===== src/rtl/core/spq_pkg.sv =====
// Shared types, codes and arithmetic helpers for the sorted priority queue.
package spq_pkg;

  localparam int unsigned ID_W      = 16;
  localparam int unsigned PRIO_W    = 7;
  localparam int unsigned TIME_W    = 16;
  localparam int unsigned SERVICE_W = 17;

  localparam logic [PRIO_W-1:0]    PRIO_MIN     = 7'd1;
  localparam logic [PRIO_W-1:0]    PRIO_MAX     = 7'd100;
  localparam logic [SERVICE_W-1:0] SERVICE_BASE = 17'd100;
  localparam logic [SERVICE_W-1:0] SERVICE_MULT = 17'd10;

  typedef enum logic {
    OP_INSERT = 1'b0,
    OP_REMOVE = 1'b1
  } op_t;

  typedef enum logic [1:0] {
    ST_INSERTED  = 2'd0,
    ST_REMOVED   = 2'd1,
    ST_UNDERFLOW = 2'd2,
    ST_OVERFLOW  = 2'd3
  } status_t;

  // One held entry
  typedef struct packed {
    logic [ID_W-1:0]      id;
    logic [PRIO_W-1:0]    prio;
    logic [TIME_W-1:0]    arrival;
    logic [SERVICE_W-1:0] service;
  } entry_t;

  // Broadcast from the controller to every cell
  typedef struct packed {
    logic              ins;
    logic              rem;
    logic [PRIO_W-1:0] prio;
  } ctrl_t;

  // Clamp a priority into the legal range
  function automatic logic [PRIO_W-1:0] clamp_prio(input logic [PRIO_W-1:0] p);
    logic [PRIO_W-1:0] r;
    r = p;
    if (p < PRIO_MIN) r = PRIO_MIN;
    if (p > PRIO_MAX) r = PRIO_MAX;
    return r;
  endfunction

  // Service time: base plus fixed surcharge plus ten times priority
  function automatic logic [SERVICE_W-1:0] calc_service(input logic [TIME_W-1:0] base,
                                                        input logic [PRIO_W-1:0] p);
    logic [SERVICE_W-1:0] m;
    m = SERVICE_MULT * {{(SERVICE_W-PRIO_W){1'b0}}, p};
    return {1'b0, base} + SERVICE_BASE + m;
  endfunction

endpackage


===== src/rtl/core/spq_cell.sv =====
// One slot of the shift-register queue: hold, take the new entry, or shift.
module spq_cell (
  input  logic           clk,
  input  spq_pkg::ctrl_t  ctrl,
  input  spq_pkg::entry_t new_entry,
  input  spq_pkg::entry_t left_entry,
  input  spq_pkg::entry_t right_entry,
  input  logic           left_keep,
  input  logic           occupied,
  output spq_pkg::entry_t entry,
  output logic           keep
);

  // Stay put on insert when held entry ranks equal or higher
  assign keep = occupied && (entry.prio >= ctrl.prio);

  // Insert: hold, take new at the boundary, else shift toward the tail.
  // Remove: shift toward the head. Idle: hold.
  always_ff @(posedge clk) begin
    if (ctrl.ins) begin
      if (!keep) begin
        entry <= left_keep ? new_entry : left_entry;
      end
    end else if (ctrl.rem) begin
      entry <= right_entry;
    end
  end

endmodule


===== config.mk =====
export PLATFORM = sky130hd
export DESIGN_NAME = spq_cell
export DESIGN_NICKNAME = d
export VERILOG_FILES = /design/src/rtl/core/spq_pkg.sv /design/src/rtl/core/spq_cell.sv
export SDC_FILE = /design/constraint.sdc
export NUM_CORES = 1
export LEC_CHECK = 0
export ABC_AREA = 1
export BUFFER_PORTS_ARGS = -buffer_cell sky130_fd_sc_hd__buf_2
export CAP_MARGIN = 30
export CORE_AREA = 2 2 93 95
export CTS_BUF_LIST = sky130_fd_sc_hd__clkbuf_4
export DETAILED_ROUTE_END_ITERATION = 10
export DIE_AREA = 0 0 95 97
export MAX_ROUTING_LAYER = met4
export PLACE_DENSITY = 0.76
export SYNTH_ARGS = -nofsm -noshare
export SYNTH_HDL_FRONTEND = slang
export SYNTH_SLANG_ARGS = --single-unit

===== constraint.sdc =====
create_clock -name clk -period 3.2 [get_ports clk]
set_input_delay 0 -clock clk [delete_from_list [all_inputs] [get_ports clk]]
set_output_delay 0 -clock clk [all_outputs]
set_load 0.01 [all_outputs]

; Word-level counts from Yosys, hierarchy flattened
; Index checks and enable logic that the tools add are counted.
[op_classes]
n_lt_le_gt_ge = 1
eq_ne = 1
muxes = 4
reduce_logical = 3
[op_table]
columns = operator, count
row1 = $mux W56, 4
row2 = $ge A7 B7 Y1, 1
row3 = $ne A2 B2 Y1 const B, 1
row4 = $reduce_and A2 Y1, 1
row5 = $reduce_bool A2 Y1, 1
row6 = $logic_and A1 B1 Y1, 1
[word_totals]
regBits = 56
out_inout_bits = 57
elab_cells = 13

; Longest topological paths before layout
[logic_depth]
ltp_word = 4
depth_mapped = 10
ltp_nobuf = 10

; Worst setup path before layout
; Ideal clock, no wire load.
[synth_path]
path_type = register -> register
startpoint = reg entry[39] (netlist bit)
endpoint = reg entry[0] (netlist bit) (enable)
setup_ns = 0.415
arrival_time_ns = 2.383
required_time_ns = 2.785
setup_slack_ns = 0.402
stages_incl_launch_ff = 9
path_buffers = 0
synth_period_minus_slack_ns = 2.798
cell_sequence = edfxtp_1 ha_1 nand2_1 inv_1 a21oi_1 nand3_1 nand2_1 nand2_1 nand2_1
[synth_between]
elab_chain_len = 4
[synth_lines]
columns = element, line
row1 = start: declaration, spq_cell.sv:10  ; output spq_pkg::entry_t entry,
row2 = start signal: assignment, spq_cell.sv:22  ; entry <= left_keep ? new_entry : left_entry;
row3 = start signal: assignment, spq_cell.sv:25  ; entry <= right_entry;
row4 = $ge A7 B7 Y1, spq_cell.sv:15  ; assign keep = occupied && (entry.prio >= ctrl.prio);
row5 = $logic_and A1 B1 Y1, spq_cell.sv:15
row6 = $ne A2 B2 Y1 (no source line), n/a
row7 = $reduce_and A2 Y1 (no source line), n/a
; No other way between the ends.
; A chain may end at the register's enable or synchronous reset.

; Worst setup path after layout
[layout_path]
startpoint = reg entry[35] (netlist bit)
endpoint = reg entry[45] (netlist bit) (enable)
; Same word-level chain as after synthesis.

==> results by group <==
Run status
  – Outcome: completed

Yosys
  – Syn Nets: around 530
  – Largest family of logic cells by synthesized area: compound AO/OA/AOI/OAI gates
  – Simple-gate share of the synthesized area: 0.170
  – Syn Std Cell Area: around 3000 µm²
  – Syn avg cell area: approximately 9 µm²
  – Post-synthesis compound-gate area fraction: 0.185
  – Synth warnings: 0
  – Top cell type's share of synthesized area: 0.546
  – XOR/XNOR Fraction of Synth Area: 0
  – Synthesized instance count: 346
  – Largest cells by area after synthesis: edfxtp_1 55%, o21ai_0 12%, nand2_1 8.5%
  – Yosys cell types: 18
  – Area leader, netlist: edfxtp_1
  – Post-synthesis mux area share: 0
  – Post-synthesis sequential area ratio: 0.546
  – Post-Synth Adder-Cell Area: 0.0285
  – Synthesized flop and latch total: 56

Finish
  – Antenna diode count: 0
  – Top reg by flops: entry
  – Max reg flops: 56
  – Top Registers: entry (56)
  – Fillers: 640
  – Layout area overhead: 71.1%
  – Layout cell share with drive strength beyond 1: 0.388
  – Final nets: between 800 and 900

Global routing
  – Number of global-route vias before repair: between 3000 and 4000
  – Global-route usage over all layers: 0.229
  – Initial antenna violation count: 0
  – Congestion Overflow GR: 0
  – Largest net degree at the start of global routing: between 50 and 60
  – Global-route wire length before repair: between 15000 and 20000 µm

Timing
  – Final hold vios: 0
  – Fin crit period: approximately 2.3 ns
  – Setup Skew: approximately 0.0061 ns
  – Max-Slew Margin vs Limit: 0.379
  – Hold slack final: ~0.014 ns
  – RSZ-0062 raised after global routing: no
  – Setup TNS: 0 ns
  – Final setup vio count: 0
  – Worst-Margin Slew: 0.932 ns
  – Crit share post-route: 0.716
  – Worst Setup Slack, final: 0.910 ns
  – Fmax: 437 MHz
  – Final Max Slew Viols: 0

Placement
  – Place WS: around 0.93 ns
  – Detailed-placement wirelength estimate: between 6000 and 7000 µm
  – Routability cong.: just under 0.8
  – Port Buffers: 236

Power
  – PD cells: 332 nW/µm²
  – P_leak: about 2.5 nW
  – Worst VDD drop: about 0.00021 V

Critical path
  – CP Cell Sequence: ha_1, a21oi_1, nand2_1, nand2_1, nand3_1, nand2_1, nand2_1, nand2_2, buf_4
  – Crit Path Class: flip-flop to flip-flop
  – Cell mode on critical path: nand2_1
  – Delay-heaviest family, CP: buffers and inverters
  – Crit start category: flip-flop
  – Max FO, Critical Path: 56
  – Critical Path RT: 3.20 ns
  – Critical Path Sink Type: flip-flop
  – CP max-delay cell: buf_4
  – Buf/Inv on CP: 1
  – WP data arrival: approximately 2.3 ns
  – CP peak stage delay: roughly 0.56 ns

Clocking
  – Gates resized, CTS repair: 0
  – Clock latency at the later pin of the worst-skew pair: ~0.35 ns
  – Setup bufs post-CTS: 0
  – CTS max path bufs: 2
  – TritonCTS clock tree: done
  – Root buffer cell: clkbuf_4
  – Worst-path clk slew: between 0.1 and 0.15 ns
  – H-tree Lvls: 2
  – CTS Buf Count: 5
  – Hold_buf cts: 94
  – Clock sink total: 56

Die
  – Die Width: about 95 µm
  – Core area: 8130 µm²
  – Top Ports: between 200 and 250
  – Die footprint: 9220 µm²
  – Starting Density: 0.378
  – Die height: slightly below 100 µm
  – Row count: 33

Detailed routing
  – Via-per-instance ratio: approximately 5
  – DR WL/cell: roughly 14 µm
  – Drt first-iter violations: 134
  – Post-DRT Antenna Nets: 0
  – DR vias: between 3000 and 4000
  – Residual DRC count: 0
  – Total wire length: roughly 11000 µm
  – Drt first pass iters: 5

Min path
  – Class of the worst hold path: input port to flip-flop

Job
  – Max-Cap Viols: 0
cells by family (layout without fill, tap and decap cells):
logic type / after synthesis / in the layout
compound gates: 114 / 114
fa+ha+maj: 7 / 7
buf+inv: 38 / 355
flops: 56 / 56
simple gates: 131 / 131
through the flow:
stage          power, W  cells  utilization  area (µm²)
3_5_place_dp    0.00138    665        0.522        4250
4_1_cts         0.00175    764        0.643        5230
2_1_floorplan   0.00116    346            -        3080
3_3_place_gp    0.00136    665        0.522        4250
5_1_grt         0.00185    768        0.647        5270
6_report        0.00175    768        0.647        5270
cell usage after synthesis, drive strengths merged:
cell    count
edfxtp     56
nand3       3
nand2      70
clkbuf      8
nor2       58
a21oi       2
buf        16
inv        14
ha          7
o21ai     112
power by group:
group | switching [W] | internal, W
clock network | 0.000190 | 0.0000742
registers | 0.0000207 | 0.000909
logic | 0.000271 | 0.000286
total | 0.000481 | 0.00127
metal layers:
| metal | track usage | part of all wire |
|---|---|---|
| met1 | 0.235 | 0.35 |
| met2 | 0.423 | 0.53 |
| met3 | 0.0467 | 0.089 |
| met4 | 0.0825 | 0.028 |
| met5 | - | 0 |
cell type report:
class,count,area [µm²],share of cell area
Clock buffer,5,37.5,0.00713
Sequential cell,56,1680,0.319
Tap cell,105,131,0.0249
Multi-Input combinational cell,252,1180,0.225
Timing Repair Buffer,336,2180,0.413
Inverter,14,55.1,0.0105
layout by cell type, fill, tap and decap left out, types with 2 or more instances in the layout:
cell	count
a21oi_1	2
buf_2	236
buf_4	2
clkbuf_4	5
dlygate4sd3_1	98
edfxtp_1	56
ha_1	7
inv_1	12
nand2_1	69
nand3_1	3
nor2_1	47
nor2_2	11
o21ai_0	72
o21ai_1	40
worst paths after layout:
check | start | end | slack, ns | cells after the start
max | entry[35]$_DFFE_PP_ | entry[45]$_DFFE_PP_ | 0.91 | 9
min | new_entry[44] | entry[44]$_DFFE_PP_ | 0.01 | 3
max reg2reg | entry[35]$_DFFE_PP_ | entry[45]$_DFFE_PP_ | 0.91 | 9
min reg2reg | entry[37]$_DFFE_PP_ | entry[33]$_DFFE_PP_ | 1.48 | 7
worst register-to-register path, stage by stage, from the launching register on:
cell      delay (ns)
edfxtp_1        0.43
ha_1            0.33
a21oi_1         0.15
nand2_1         0.07
nand2_1         0.07
nand3_1         0.07
nand2_1         0.08
nand2_1         0.06
nand2_2         0.08
buf_4           0.56
No activity file was read; power rests on OpenSTA's default activity.
